===== config.mk =====
export PLATFORM = sky130hd
export DESIGN_NAME = mfk_front
export DESIGN_NICKNAME = d
export VERILOG_FILES = /design/src/design/mfk_pkg.sv /design/src/design/mfk_front.sv
export SDC_FILE = /design/constraint.sdc
export NUM_CORES = 1
export LEC_CHECK = 0
export BUFFER_PORTS_ARGS = -buffer_cell sky130_fd_sc_hd__buf_2
export CAP_MARGIN = 10
export CORE_MARGIN = 2
export CORE_UTILIZATION = 45
export CTS_CLUSTER_SIZE = 20
export DETAILED_ROUTE_END_ITERATION = 7
export GPL_ROUTABILITY_DRIVEN = 0
export GPL_TIMING_DRIVEN = 1
export HOLD_SLACK_MARGIN = 0.05
export PLACE_DENSITY = 0.74
export SETUP_SLACK_MARGIN = 0.05
export SYNTH_ARGS = -nofsm -noshare
export SYNTH_HDL_FRONTEND = slang
export SYNTH_SLANG_ARGS = --single-unit

===== constraint.sdc =====
create_clock -name clk -period 5.43 [get_ports clk]
set_clock_uncertainty 0.15 [all_clocks]
set_input_delay 0.543 -clock clk [delete_from_list [all_inputs] [get_ports clk]]
set_output_delay 0.543 -clock clk [all_outputs]
set_load 0.01 [all_outputs]

===== src/design/mfk_pkg.sv =====
package mfk_pkg;

  localparam int SPEED_BITS  = 16;
  localparam int LENGTH_BITS = 16;

  // wheel-speed sums and their products with the radius
  localparam int SUM_W   = SPEED_BITS + 2;
  localparam int MAG_W   = SUM_W + LENGTH_BITS;
  localparam int CAP_W   = 39;
  localparam int EXT_W   = MAG_W + CAP_W + 1;

  // pi in q23
  localparam int PI_W = 25;
  localparam logic [PI_W-1:0] PI_Q23 = 25'd26353589;

  // partial products of the pi multiply
  localparam int SPLIT  = 20;
  localparam int LO_W   = SPLIT + PI_W;
  localparam int HI_W   = CAP_W - SPLIT + PI_W;
  localparam int PROD_W = 64;

  // spacing sum, divider and root widths
  localparam int SPC_W  = LENGTH_BITS + 1;
  localparam int DEN_W  = SPC_W + 15;
  localparam int QUO_W  = 32;
  localparam int DIV_W  = DEN_W + QUO_W;
  localparam int WIDE_W = (DIV_W > PROD_W) ? DIV_W : PROD_W;
  localparam int STAGES = 32;

  localparam int CFG_IDX_W  = 2;
  localparam int FIFO_DEPTH = 4;
  localparam int FIFO_AW    = 2;

  localparam logic [LENGTH_BITS-1:0] RADIUS_RST = LENGTH_BITS'(3277);
  localparam logic [LENGTH_BITS-1:0] SIDE_RST   = LENGTH_BITS'(19661);
  localparam logic [LENGTH_BITS-1:0] AXLE_RST   = LENGTH_BITS'(19661);

  typedef enum logic [CFG_IDX_W-1:0] {
    REG_WHEEL_RADIUS = 2'd0,
    REG_SIDE_SPACING = 2'd1,
    REG_AXLE_SPACING = 2'd2
  } cfg_reg_t;

  typedef struct packed {
    logic signed [SPEED_BITS-1:0] front_left_speed;
    logic signed [SPEED_BITS-1:0] front_right_speed;
    logic signed [SPEED_BITS-1:0] back_left_speed;
    logic signed [SPEED_BITS-1:0] back_right_speed;
  } in_item_t;

  typedef struct packed {
    logic signed [31:0] velocity_x;
    logic signed [31:0] velocity_y;
    logic        [31:0] linear_speed;
    logic signed [31:0] rotation_rate;
    logic               spacing_zero;
    logic               saturated;
  } out_item_t;

  // classified item handed from front to back
  typedef struct packed {
    logic [SUM_W-1:0]       x_mag;
    logic [SUM_W-1:0]       y_mag;
    logic [SUM_W-1:0]       r_mag;
    logic                   x_neg;
    logic                   y_neg;
    logic                   r_neg;
    logic [LENGTH_BITS-1:0] radius;
    logic [SPC_W-1:0]       spacing;
    logic                   spacing_zero;
  } job_t;

  // sideband that rides along the root pipeline
  typedef struct packed {
    logic [31:0] vx_bits;
    logic [31:0] vy_bits;
    logic        r_neg;
    logic        r_ovf;
    logic        sat;
    logic        spacing_zero;
  } tail_t;

endpackage


===== src/design/mfk_front.sv =====
module mfk_front (
  input  logic                                 clk,
  input  logic                                 rst_n,
  input  logic                                 start,
  input  mfk_pkg::in_item_t                    in_data,
  input  logic                                 cfg_valid,
  input  logic [mfk_pkg::CFG_IDX_W-1:0]        cfg_index,
  input  logic [mfk_pkg::LENGTH_BITS-1:0]      cfg_data,
  input  logic                                 hold,
  output logic                                 busy,
  output logic                                 cfg_ready,
  output mfk_pkg::job_t                        job,
  output logic                                 job_vld
);

  logic [mfk_pkg::LENGTH_BITS-1:0] radius_r, side_r, axle_r;
  logic signed [mfk_pkg::SUM_W-1:0] x_sum, y_sum, r_sum;
  logic signed [mfk_pkg::SUM_W-1:0] fl, fr, bl, br;
  logic [mfk_pkg::SPC_W-1:0] spacing;
  mfk_pkg::job_t job_nxt, job_r;
  logic job_vld_r;
  logic accept;

  assign busy      = hold;
  assign cfg_ready = 1'b1;
  assign accept    = start & ~hold;

  always_ff @(posedge clk) begin
    if (!rst_n) begin
      radius_r <= mfk_pkg::RADIUS_RST;
      side_r   <= mfk_pkg::SIDE_RST;
      axle_r   <= mfk_pkg::AXLE_RST;
    end else if (cfg_valid) begin
      case (mfk_pkg::cfg_reg_t'(cfg_index))
        mfk_pkg::REG_WHEEL_RADIUS: radius_r <= cfg_data;
        mfk_pkg::REG_SIDE_SPACING: side_r   <= cfg_data;
        mfk_pkg::REG_AXLE_SPACING: axle_r   <= cfg_data;
        default: ;
      endcase
    end
  end

  always_comb begin
    fl = mfk_pkg::SUM_W'(in_data.front_left_speed);
    fr = mfk_pkg::SUM_W'(in_data.front_right_speed);
    bl = mfk_pkg::SUM_W'(in_data.back_left_speed);
    br = mfk_pkg::SUM_W'(in_data.back_right_speed);
    x_sum = fl + fr + bl + br;
    y_sum = fr + bl - fl - br;
    r_sum = fr + br - fl - bl;
    spacing = mfk_pkg::SPC_W'(axle_r) + mfk_pkg::SPC_W'(side_r);

    job_nxt.x_neg = x_sum[mfk_pkg::SUM_W-1];
    job_nxt.y_neg = y_sum[mfk_pkg::SUM_W-1];
    job_nxt.r_neg = r_sum[mfk_pkg::SUM_W-1];
    job_nxt.x_mag = $unsigned(job_nxt.x_neg ? -x_sum : x_sum);
    job_nxt.y_mag = $unsigned(job_nxt.y_neg ? -y_sum : y_sum);
    job_nxt.r_mag = $unsigned(job_nxt.r_neg ? -r_sum : r_sum);
    job_nxt.radius = radius_r;
    job_nxt.spacing = spacing;
    job_nxt.spacing_zero = (spacing == '0);
  end

  always_ff @(posedge clk) begin
    if (!rst_n) begin
      job_vld_r <= 1'b0;
    end else begin
      job_vld_r <= accept;
    end
  end

  always_ff @(posedge clk) begin
    if (accept) begin
      job_r <= job_nxt;
    end
  end

  assign job     = job_r;
  assign job_vld = job_vld_r;

endmodule


==> flow_summary.json <==
{
  "fp.dieH_um": 164,
  "synth_cells": 1195,
  "ys_seq_area_frac": 0.321,
  "area_delta_synth_final_pct": 16.2,
  "cp_max_fo": 4,
  "post_drt_wl_per_cell_um": 15.4,
  "drcViolationCount": 0,
  "cts_tree": "done",
  "required_ns": 5.47,
  "synth_area_leader_cell": "edfxtp_1",
  "clk-insertion-delay-late_ns": 0.44,
  "start_kind": "input port",
  "clock-root-buffer": "clkbuf_16",
  "cts_sinks": 140,
  "synth_cell_type_count": 74,
  "drive_above_1_share": 0.171,
  "grt_usage": 0.203,
  "synth-edff-count": 91,
  "io_pins": 181,
  "nFillCells": 2278,
  "vias": 8987,
  "io_buffer_count": 179,
  "path_clk_slew_ns": 0.08,
  "r2r-end": "job[0]",
  "post_cts_buffers": 0,
  "setup_tns_ns": 0,
  "die_area_sq_um": 27000,
  "rrSetupSlack_ns": 1.82,
  "status": "complete, no violations",
  "setup.worst_path.end": "job[71]",
  "dpl.hpwl_um": 21300,
  "yosysMostFrequentCell": "inv_1",
  "clockBufferDepth": 2,
  "place_inst": 1686,
  "synth_fp_nets": 1454,
  "postCtsResizedCells": 0,
  "setup_viol": 0,
  "drt-total-wl_um": 26500,
  "synth-seq-cells": 140,
  "cp.arrival_ns": 4.92,
  "initial_core_util": 0.459,
  "worst_pin_slew_ns": 0.925,
  "hold_viol": 0,
  "cap_violations": 0,
  "grt_pass1_vias": 8870,
  "async_reset_ff_frac": 0,
  "cts_hold_buf": 0,
  "finalNetCount": 1634,
  "drt-initial-drc-count": 534,
  "grt_overflow": 0,
  "worst-setup-path-type": "in2reg",
  "cp-end-kind": "flop",
  "die_w_um": 164,
  "power_density_nw_per_um2": 461,
  "rows": 58,
  "synth_warnings": 0,
  "grt_first_pass_wirelength_um": 43000,
  "synth_area_per_cell_sq_um": 9.69,
  "first_pass_iters": 5,
  "period_share": 0.900,
  "p_leak_nw": 6.07,
  "cts.htree.levels": 4,
  "rsz0062_at_grt": "no",
  "yosys-top-cells-area": "edfxtp_1 (24%), fa_1 (17%), dfxtp_1 (8.5%)",
  "antenna_found_initial": 0,
  "reg2reg_from": "side_r[0]",
  "maxSlewHeadroom": 0.383,
  "finalPower_w": 0.00621,
  "diodes": 0,
  "synth_ff_type": "edfxtp_1",
  "cts_buffers": 17,
  "maxSlewViolCount": 0,
  "core_sq_um": 25300,
  "reg2reg_depth": 11,
  "via_per_inst": 5.23,
  "grt_start_max_net_pins": 73,
  "postRouteAntennaNets": 0,
  "min_period_ns": 4.89,
  "fmaxAchievable_mhz": 205,
  "stdcell_count": 1718,
  "synth_top_cell_area_share": 0.236,
  "ir_worst_vdd_mv": 0.276,
  "netlist_area_sq_um": 11600,
  "hp-class": "in2reg",
  "crit_start": "in_data[16]",
  "yosys-top-cells-count": "inv_1 (194), nand2_1 (140), fa_1 (100)"
}
## area by class of cell
type / instances / area (sq um) / area share
timing repair buffer: 186 / 948 / 0.0705
clock buffer: 17 / 425 / 0.0316
inverter: 195 / 732 / 0.0544
sequential: 140 / 3710 / 0.276
clock inverter: 15 / 189 / 0.0140
tap: 330 / 413 / 0.0307
multi-input combinational: 835 / 7040 / 0.523
## layer usage
layer,GRT usage,wire [um],up-vias
met5,0,0,-
met4,0.0557,532,0
met3,0.0266,1240,37
met2,0.356,13000,236
met1,0.264,11700,4308
li1,-,-,4406
## kinds of logic (layout without fill, tap and decap cells)
group | count (synthesis) | in the layout | share of synthesized area
other cells | 1 | 1 | 0.000324
simple gates | 328 | 328 | 0.140
compound gates | 239 | 239 | 0.143
mux | 3 | 3 | 0.00270
flops | 140 | 140 | 0.321
xor+xnor | 92 | 92 | 0.0696
buf+inv | 220 | 413 | 0.0726
fa+ha+maj | 172 | 172 | 0.251
## through the flow
step / worst slack, ns / hold slack, ns / util / cell area [sq um]
after floorplan: 0.111 / 0.258 / - / 11600
after global placement: 0.180 / 0.262 / 0.509 / 12800
after detailed placement: 0.107 / 0.268 / 0.509 / 12800
after CTS: 0.558 / 0.191 / 0.533 / 13500
after global routing: 0.267 / 0.213 / 0.533 / 13500
final: 0.544 / 0.199 / 0.533 / 13500
## placed cells by master (no fill, tap or decap), types with 5 or more instances in the layout
master	netlist	final
a211oi_1	13	12
a21boi_0	25	25
a21o_1	21	21
a21oi_1	46	46
and2_1	9	9
and3_1	7	7
and3b_1	5	5
buf_2	0	179
buf_4	2	7
clkbuf_16	0	17
clkinv_8	0	6
dfxtp_1	49	49
edfxtp_1	91	91
fa_1	100	100
ha_1	72	72
inv_1	194	194
inv_8	0	5
nand2_1	140	140
nand2b_1	9	9
nand3_1	38	38
nand3b_1	9	9
nor2_1	37	37
nor2b_1	13	12
nor3_1	18	18
nor3b_1	8	8
o211ai_1	8	8
o21a_1	14	14
o21ai_0	39	39
o21ai_1	9	9
o21bai_1	5	5
o31ai_1	13	13
or3_1	5	5
or4_1	8	8
xnor2_1	73	73
xor2_1	19	19
## flip-flops by register name, summed over array words and instances, names as in the netlist
| signal | count |
|---|---|
| axle_r | 16 |
| job | 91 |
| job_vld | 1 |
| radius_r | 16 |
| side_r | 16 |
## worst max-delay path, stage by stage
cell	delay, ns
buf_2	0.13
inv_1	0.07
fa_1	0.53
inv_1	0.08
fa_1	0.49
inv_1	0.04
ha_1	0.22
fa_1	0.41
a21oi_1	0.27
o211ai_1	0.19
a2111o_1	0.47
and3_4	0.20
a311o_1	0.37
or4b_4	0.58
o31ai_4	0.24
xnor2_1	0.08
## worst min-delay path by stage
stage	from	to	slack, ns	cells past startpoint
CTS	cfg_data[14]	axle_r[14]	0.19	3
floorplan	radius_r[0]	job[18]	0.26	0
global route	cfg_data[14]	axle_r[14]	0.21	3
global placement	radius_r[12]	job[30]	0.26	0
detailed placement	radius_r[0]	job[18]	0.27	0
finish	cfg_data[11]	side_r[11]	0.20	3
## power by group
group	leakage (nW)	internal [W]	total [W]	switching [W]
registers	1.24	0.00155	0.00164	0.0000883
clock network	0.298	0.000626	0.00119	0.000560
logic	4.54	0.00143	0.00338	0.00195
Power figures use the tool's default switching activity.
