$ cat config.mk
export PLATFORM = sky130hd
export DESIGN_NAME = mfk_fifo
export DESIGN_NICKNAME = d
export VERILOG_FILES = /design/src/design/mfk_pkg.sv /design/src/design/mfk_fifo.sv
export SDC_FILE = /design/constraint.sdc
export NUM_CORES = 1
export LEC_CHECK = 0
export BUFFER_PORTS_ARGS = -buffer_cell sky130_fd_sc_hd__buf_4
export CORE_UTILIZATION = 51
export CTS_CLUSTER_DIAMETER = 40
export DETAILED_ROUTE_END_ITERATION = 10
export PLACE_DENSITY = 0.75
export SETUP_SLACK_MARGIN = 0.1
export SLEW_MARGIN = 20
export SYNTH_ARGS = -nofsm -noshare
export SYNTH_HDL_FRONTEND = slang
export SYNTH_SLANG_ARGS = --single-unit
$ cat constraint.sdc
create_clock -name clk -period 3 [get_ports clk]
set_input_delay 0.6 -clock clk [delete_from_list [all_inputs] [get_ports clk]]
set_output_delay 0.6 -clock clk [all_outputs]
set_load 0.01 [all_outputs]
$ cat src/design/mfk_pkg.sv
package mfk_pkg;

  localparam int SPEED_BITS  = 16;
  localparam int LENGTH_BITS = 16;

  // wheel-speed sums and their products with the radius
  localparam int SUM_W   = SPEED_BITS + 2;
  localparam int MAG_W   = SUM_W + LENGTH_BITS;
  localparam int CAP_W   = 39;
  localparam int EXT_W   = MAG_W + CAP_W + 1;

  // pi in q23
  localparam int PI_W = 25;
  localparam logic [PI_W-1:0] PI_Q23 = 25'd26353589;

  // partial products of the pi multiply
  localparam int SPLIT  = 20;
  localparam int LO_W   = SPLIT + PI_W;
  localparam int HI_W   = CAP_W - SPLIT + PI_W;
  localparam int PROD_W = 64;

  // spacing sum, divider and root widths
  localparam int SPC_W  = LENGTH_BITS + 1;
  localparam int DEN_W  = SPC_W + 15;
  localparam int QUO_W  = 32;
  localparam int DIV_W  = DEN_W + QUO_W;
  localparam int WIDE_W = (DIV_W > PROD_W) ? DIV_W : PROD_W;
  localparam int STAGES = 32;

  localparam int CFG_IDX_W  = 2;
  localparam int FIFO_DEPTH = 4;
  localparam int FIFO_AW    = 2;

  localparam logic [LENGTH_BITS-1:0] RADIUS_RST = LENGTH_BITS'(3277);
  localparam logic [LENGTH_BITS-1:0] SIDE_RST   = LENGTH_BITS'(19661);
  localparam logic [LENGTH_BITS-1:0] AXLE_RST   = LENGTH_BITS'(19661);

  typedef enum logic [CFG_IDX_W-1:0] {
    REG_WHEEL_RADIUS = 2'd0,
    REG_SIDE_SPACING = 2'd1,
    REG_AXLE_SPACING = 2'd2
  } cfg_reg_t;

  typedef struct packed {
    logic signed [SPEED_BITS-1:0] front_left_speed;
    logic signed [SPEED_BITS-1:0] front_right_speed;
    logic signed [SPEED_BITS-1:0] back_left_speed;
    logic signed [SPEED_BITS-1:0] back_right_speed;
  } in_item_t;

  typedef struct packed {
    logic signed [31:0] velocity_x;
    logic signed [31:0] velocity_y;
    logic        [31:0] linear_speed;
    logic signed [31:0] rotation_rate;
    logic               spacing_zero;
    logic               saturated;
  } out_item_t;

  // classified item handed from front to back
  typedef struct packed {
    logic [SUM_W-1:0]       x_mag;
    logic [SUM_W-1:0]       y_mag;
    logic [SUM_W-1:0]       r_mag;
    logic                   x_neg;
    logic                   y_neg;
    logic                   r_neg;
    logic [LENGTH_BITS-1:0] radius;
    logic [SPC_W-1:0]       spacing;
    logic                   spacing_zero;
  } job_t;

  // sideband that rides along the root pipeline
  typedef struct packed {
    logic [31:0] vx_bits;
    logic [31:0] vy_bits;
    logic        r_neg;
    logic        r_ovf;
    logic        sat;
    logic        spacing_zero;
  } tail_t;

endpackage

$ cat src/design/mfk_fifo.sv
module mfk_fifo (
  input  logic          clk,
  input  logic          rst_n,
  input  logic          push,
  input  mfk_pkg::job_t wr_data,
  output logic          almost_full,
  output logic          rd_vld,
  output mfk_pkg::job_t rd_data
);

  mfk_pkg::job_t mem [mfk_pkg::FIFO_DEPTH];
  logic [mfk_pkg::FIFO_AW-1:0] wr_ptr_r, rd_ptr_r;
  logic [mfk_pkg::FIFO_AW:0] count_r, count_nxt;
  logic pop;

  // the back end never stalls, so anything present is taken
  assign pop     = (count_r != '0);
  assign rd_vld  = pop;
  assign rd_data = mem[rd_ptr_r];
  assign almost_full = (count_r >= (mfk_pkg::FIFO_AW + 1)'(mfk_pkg::FIFO_DEPTH - 1));

  always_comb begin
    count_nxt = count_r;
    if (push && !pop) begin
      count_nxt = count_r + 1'b1;
    end else if (!push && pop) begin
      count_nxt = count_r - 1'b1;
    end
  end

  always_ff @(posedge clk) begin
    if (!rst_n) begin
      wr_ptr_r <= '0;
      rd_ptr_r <= '0;
      count_r  <= '0;
    end else begin
      count_r <= count_nxt;
      if (push) begin
        wr_ptr_r <= wr_ptr_r + 1'b1;
      end
      if (pop) begin
        rd_ptr_r <= rd_ptr_r + 1'b1;
      end
    end
  end

  always_ff @(posedge clk) begin
    if (push) begin
      mem[wr_ptr_r] <= wr_data;
    end
  end

endmodule

==> results of run 1 <==
==> placed cells by master, fill, tap and decap left out, drive strengths merged <==
cell type / instances
nand2: 1
a21boi: 1
bufinv: 10
and2: 7
o21ai: 2
dfxtp: 9
mux4: 91
nand2b: 2
edfxtp: 364
inv: 6
nor2b: 1
clkinv: 11
mux2i: 2
xor2: 2
ha: 5
clkbuf: 52
and3: 2
or3: 2
nor3: 1
a21o: 2
clkinvlp: 2
buf: 199
xnor2: 2
o31ai: 1
==> per-stage QoR <==
step	util, %	cell area, um2	hold slack [ns]	instances
floorplan	-	13600	0.481	521
global placement	59.1	15400	0.492	1034
detailed placement	59.1	15400	0.538	1034
CTS	65.1	17000	0.260	1112
global route	65.2	17000	0.253	1112
finish	65.2	17000	0.282	1112
==> power groups by stage <==
stage	Combinational (uW)	Sequential (uW)	Clock, uW
after CTS	3450	6230	5680
after floorplan	2140	6180	0
final	3380	6220	5580
after global placement	3360	6310	0
after detailed placement	3420	6330	0
after global routing	3620	6260	5880
==> layout make-up <==
class	instances	area, um2	share of cell area [%]
Clock inverter	26	408	2.40
Clock buffer	52	1160	6.83
Multi-Input combinational cell	124	2320	13.6
Tap cell	335	419	2.46
Inverter	3	11.3	0.0661
Sequential cell	373	11100	65.3
Timing Repair Buffer	199	1590	9.33
==> cell families after synthesis <==
logic type,synth area share (%)
DFF,81.7
muxes,15.2
buffers and inverters,1.32
and+or+nand+nor,0.708
AOI/OAI and AO/OA,0.331
adders and majority gates,0.460
xor gates and xnor gates,0.258
==> registers in the layout, indices dropped and copies added, names as in the netlist, named ones only <==
signal    cells
rd_ptr_r      2
count_r       3
wr_ptr_r      2
mem         364
==> metal layers <==
layer  track usage, %  vias up  share of wire [%]
met5                0        -              0.054
met4             4.59        2                1.2
li1                 -     2691                  -
met1             23.4     3248                 40
met2             30.5      207                 51
met3             5.02       28                7.4
==> final timing paths <==
check	end	startpoint	slack (ns)
max	rd_data[10]	flop	0.22
min	mem[3][79]$_DFFE_PP_	wr_data[79]	0.28
max reg2reg	mem[1][25]$_DFFE_PP_	wr_ptr_r[1]$_SDFFE_PN0P_	1.23
min reg2reg	count_r[2]$_SDFFE_PN0P_	count_r[2]$_SDFFE_PN0P_	0.55
==> critical path: stages, from the launching register on <==
cell	delay, ns
dfxtp_4	0.52
buf_12	0.32
mux4_2	0.60
buf_4	0.17
==> what timing repair did <==
action	4_1_cts	5_1_grt
hold buffers	0	0
endpoints found under the hold margin	0	0
endpoints found under the setup margin	0	4
resized for setup	0	1
==> results.py, run 1 <==
metrics = {
    "route": {
        "drt-total-wl_um": 24200,
        "ant_nets": 0,
        "drt-vias-per-instance": 5.55,
        "vias": 6176,
        "remaining_drc_errors": 26,
        "drt-pass1-iter-count": 8,
        "wl_per_cell_um": 21.7,
        "drt-initial-drc-count": 492,
    },
    "pwr": {
        "total_power_uw": 15200,
        "ir_drop_uv": 612,
        "power_density_nw_per_um2": 891,
        "comb_power_share_pct": 22.2,
        "seqPwrFrac_pct": 41.0,
        "p_int_uw": 11500,
        "p_sw_uw": 3640,
        "clkPwrFrac_pct": 36.8,
        "power.static_leakage_uw": 0.00582,
        "p_sw_share_pct": 24.0,
    },
    "clocking": {
        "clkTransAtPathRegs_ns": 0.06,
        "htree_levels": 2,
        "cts_inserted_buffers": 43,
        "cts_tree": "built",
        "clockRootBuffer": "clkbuf_16",
        "clock-sinks": 373,
        "cts_setup_buffers": 0,
        "clock_path_buffers": 3,
        "insertion_delay_ns": 0.51,
    },
    "logic_synthesis": {
        "ys_warn_count": 0,
        "syn_inst": 521,
        "yosysMostFrequentCell": "edfxtp_1",
        "ys.flop_type": "edfxtp_1",
        "synth_edf_count": 364,
        "async_flop_share_pct": 0,
        "ys_seq_elements": 373,
        "syn-cell-area_um2": 13600,
        "synth.top_cells.by_count": "364 x edfxtp_1, 91 x mux4_2, 10 x buf_6",
        "synth_nets": 620,
        "synth_cell_types": 23,
        "synth.largest_area_cell": "edfxtp_1",
        "ys_seq_area_share_pct": 81.7,
        "synth.area.top_cells": "edfxtp_1 80%, mux4_2 15%, dfxtp_1 1.3%",
        "syn_avg_cell_area_um2": 26.1,
        "synth_top_area_share_pct": 80.4,
    },
    "timing": {
        "setup_violations": 0,
        "period_minus_slack_ns": 2.79,
        "fin_setup_tns_ns": 0,
        "finalHoldViolCount": 0,
        "rsz0062_at_grt": "yes",
        "worst_pin_slew_ns": 0.513,
        "finClkSkew_ns": 0.00871,
        "maxSlewViolCount": 0,
        "fmax_mhz": 359,
        "finalCritPeriodShare_pct": 92.8,
        "setup_ws_ns": 0.215,
        "relSlewSlack_pct": 65.8,
    },
    "final_layout": {
        "drive_gt1_share_pct": 47.1,
        "fillers": 1696,
        "syn_to_final_growth_pct": 25.2,
        "layout.nets": 843,
        "antenna_cells": 0,
    },
    "worst_hold_path": {
        "hp-class": "in2reg",
        "hold_depth": 1,
    },
    "placed_design": {
        "place_congestion": 0.735,
        "dpl.hpwl_um": 14700,
        "dp_slack_ns": 0.715,
        "io_buffers": 186,
    },
    "grt": {
        "grt_max_degree": 55,
        "antenna_found_initial": 1,
        "grt_pass1_wl_um": 36500,
        "track_usage_pct": 18.1,
        "grt_pass1_vias": 6641,
        "overflow": 0,
    },
    "critical_path": {
        "cp-start-kind": "flop",
        "cp_data_arrival_time_ns": 2.18,
        "crit_fanout": 37,
        "worst-setup-path-type": "reg2out",
        "r2r.worst_path.cells": 4,
        "worstPathRequired_ns": 2.40,
        "cp-end-kind": "output pin",
    },
    "floorplan": {
        "die_x_um": 165,
        "die_area_um2": 27300,
        "dieHeight_um": 165,
        "rows": 59,
        "ioPinCount": 187,
        "start_util_pct": 52.0,
        "coreArea_um2": 26100,
    },
    "status": {
        "status": "finished, violations left",
        "violations": "design-rule violations",
    },
    "run": {
        "maxCapViolations": 0,
    },
}
(Power assumes the default switching activity.)
==> inputs of run 2 (changes only) <==
--- a/config.mk
+++ b/config.mk
@@ -5,11 +5,11 @@
 export SDC_FILE = /design/constraint.sdc
 export NUM_CORES = 1
 export LEC_CHECK = 0
-export BUFFER_PORTS_ARGS = -buffer_cell sky130_fd_sc_hd__buf_4
-export CORE_UTILIZATION = 51
+export BUFFER_PORTS_ARGS = -buffer_cell sky130_fd_sc_hd__clkbuf_2
+export CORE_UTILIZATION = 57
 export CTS_CLUSTER_DIAMETER = 40
 export DETAILED_ROUTE_END_ITERATION = 10
-export PLACE_DENSITY = 0.75
+export PLACE_DENSITY = 0.79
 export SETUP_SLACK_MARGIN = 0.1
 export SLEW_MARGIN = 20
 export SYNTH_ARGS = -nofsm -noshare
==> constraint.sdc (replaced) <==
create_clock -name clk -period 2.7 [get_ports clk]
set_input_delay 0.54 -clock clk [delete_from_list [all_inputs] [get_ports clk]]
set_output_delay 0.54 -clock clk [all_outputs]
set_load 0.01 [all_outputs]
==> run 2 against run 1 <==
Effect of this change:
- the flow now finishes without violations
- largest power group unchanged
- sequential power rose by 11%
- largest cell class unchanged
- critical endpoint is now rd_data[69]
- register-to-register slack lost 0.28 ns
- total power increased by 4.2%
- non-clock buffer count grew 3
- worst hold slack got worse by 0.039 ns
- clock-buffer cell count fell by 1
==> results.py, run 2 (synthesis results as in run 1) <==
metrics = {
    "run": {
        "maxCapViolations": 0,
    },
    "grt": {
        "grt_max_degree": 56,
        "antenna_found_initial": 1,
        "grt_pass1_wl_um": 37300,
        "grt_pass1_vias": 6637,
        "track_usage_pct": 20.8,
        "overflow": 0,
    },
    "timing": {
        "worst_pin_slew_ns": 0.539,
        "finalCritPeriodShare_pct": 94.2,
        "rsz0062_at_grt": "yes",
        "holdWs_ns": 0.242,
        "period_minus_slack_ns": 2.54,
        "relSlewSlack_pct": 64.0,
        "setup_ws_ns": 0.156,
        "maxSlewViolCount": 0,
        "finalHoldViolCount": 0,
        "fin_setup_tns_ns": 0,
        "fmax_mhz": 393,
        "finClkSkew_ns": 0.0155,
        "setup_violations": 0,
    },
    "final_layout": {
        "post-route-util_pct": 70.2,
        "fillers": 1434,
        "layout_common_cells": "364 x edfxtp_1, 186 x clkbuf_2, 91 x mux4_2",
        "layout.nets": 846,
        "syn_to_final_growth_pct": 20.9,
        "final_common_cell": "edfxtp_1",
        "drive_gt1_share_pct": 47.2,
        "regMostFlops": "mem",
        "largest_reg_flops": 364,
        "fin_area_um2": 16400,
        "top_regs": "mem: 364 flops, count_r: 3 flops",
    },
    "critical_path": {
        "r2r.worst_path.cells": 4,
        "cp-start-kind": "flop",
        "cp_data_arrival_time_ns": 2.00,
        "cp-end-kind": "output pin",
        "worst-setup-path-type": "reg2out",
        "r2r-start": "wr_ptr_r[0]$_SDFFE_PN0P_",
        "crit_fanout": 27,
        "reg2reg_to": "mem[2][6]$_DFFE_PP_",
        "crit_path_end": "rd_data[69]",
        "r2r_slack_ns": 0.95,
        "worstPathRequired_ns": 2.16,
    },
    "floorplan": {
        "rows": 56,
        "coreArea_um2": 23400,
        "dieHeight_um": 156,
        "start_util_pct": 58.1,
        "die_x_um": 156,
        "die_area_um2": 24500,
        "ioPinCount": 187,
    },
    "placed_design": {
        "io_buffers": 186,
        "dpl.hpwl_um": 15100,
        "place_congestion": 0.716,
        "dp_slack_ns": 0.625,
        "placed_area_um2": 15000,
    },
    "worst_hold_path": {
        "hp-class": "in2reg",
    },
    "clocking": {
        "cts_inserted_buffers": 43,
        "cts_hold_buf": 0,
        "clock-sinks": 373,
        "cts_setup_buffers": 0,
        "cts_tree": "built",
        "htree_levels": 2,
        "insertion_delay_ns": 0.51,
        "clkTransAtPathRegs_ns": 0.06,
        "clock_path_buffers": 3,
        "clockRootBuffer": "clkbuf_16",
    },
    "route": {
        "drt-total-wl_um": 24800,
        "wl_per_cell_um": 22.6,
        "vias": 6240,
        "drt-vias-per-instance": 5.67,
        "remaining_drc_errors": 0,
        "ant_nets": 0,
        "drt-initial-drc-count": 437,
        "drt-pass1-iter-count": 5,
    },
    "status": {
        "status": "finished clean",
    },
    "pwr": {
        "power.static_leakage_uw": 0.00565,
        "power_density_nw_per_um2": 963,
        "ir_drop_uv": 683,
    },
}
[run 2: cell count changes in the layout (fill, tap and decap cells not counted), moves of 2 or more]
cell	delta
buf_12	+2
buf_4	-186
bufinv_16	-8
clkbuf_2	+186
clkinv_2	+3
inv_8	+2
[run 2: metrics by stage]
stage	instances	total power, uW
after floorplan	521	9240
after global placement	1020	10300
after detailed placement	1020	10400
after CTS	1099	16000
after global routing	1099	16400
final	1100	15800
[run 2: worst min path at each step]
| stage | slack [ns] | startpoint | cells after the start | end |
|---|---|---|---|---|
| 6_report | 0.24 | wr_data[23] | 1 | mem[3][23]$_DFFE_PP_ |
| 5_1_grt | 0.23 | wr_data[88] | 1 | mem[3][88]$_DFFE_PP_ |
| 4_1_cts | 0.22 | wr_data[41] | 1 | mem[2][41]$_DFFE_PP_ |
| 3_5_place_dp | 0.51 | count_r[2]$_SDFFE_PN0P_ | 2 | count_r[2]$_SDFFE_PN0P_ |
| 3_3_place_gp | 0.50 | count_r[2]$_SDFFE_PN0P_ | 2 | count_r[2]$_SDFFE_PN0P_ |
| 2_1_floorplan | 0.48 | count_r[2]$_SDFFE_PN0P_ | 2 | count_r[2]$_SDFFE_PN0P_ |
[run 2: final cells by class]
class | count | area (um2) | area share (%)
antenna | 1 | 2.50 | 0.0152
clock buffer | 51 | 1150 | 6.99
clock inverter | 27 | 241 | 1.47
inverter | 3 | 11.3 | 0.0685
multi-input combinational | 124 | 2320 | 14.1
sequential | 373 | 11100 | 67.6
tap | 319 | 399 | 2.43
timing repair buffer | 202 | 1200 | 7.28
[run 2: timing repair]
item,in CTS,in global routing
endpoints found under the setup margin,16,23
gates resized for setup,1,0
cloned,1,0
pin swaps,0,0
[run 2: power breakdown]
| part | total (uW) | internal [uW] | leakage, uW | switching [uW] |
|---|---|---|---|---|
| registers | 6880 | 6690 | 0.00342 | 190 |
| logic | 3450 | 1750 | 0.00155 | 1690 |
| clock network | 5500 | 3280 | 0.000678 | 2210 |
[run 2: worst max-delay path, stage by stage, from the launching register on]
cell and delay, ns:
dfxtp_4 0.40, bufbuf_16 0.40, mux4_2 0.54, clkbuf_2 0.15
[run 2: metal layers]
layer,vias to the layer above,part of all wire (%),global-route usage [%],wire length (um)
li1,2711,-,-,-
met3,39,7.3,5.37,1810
met5,-,0,0,0
met4,0,1.7,4.90,421
met2,259,53,36.6,13000
met1,3231,38,26.1,9550
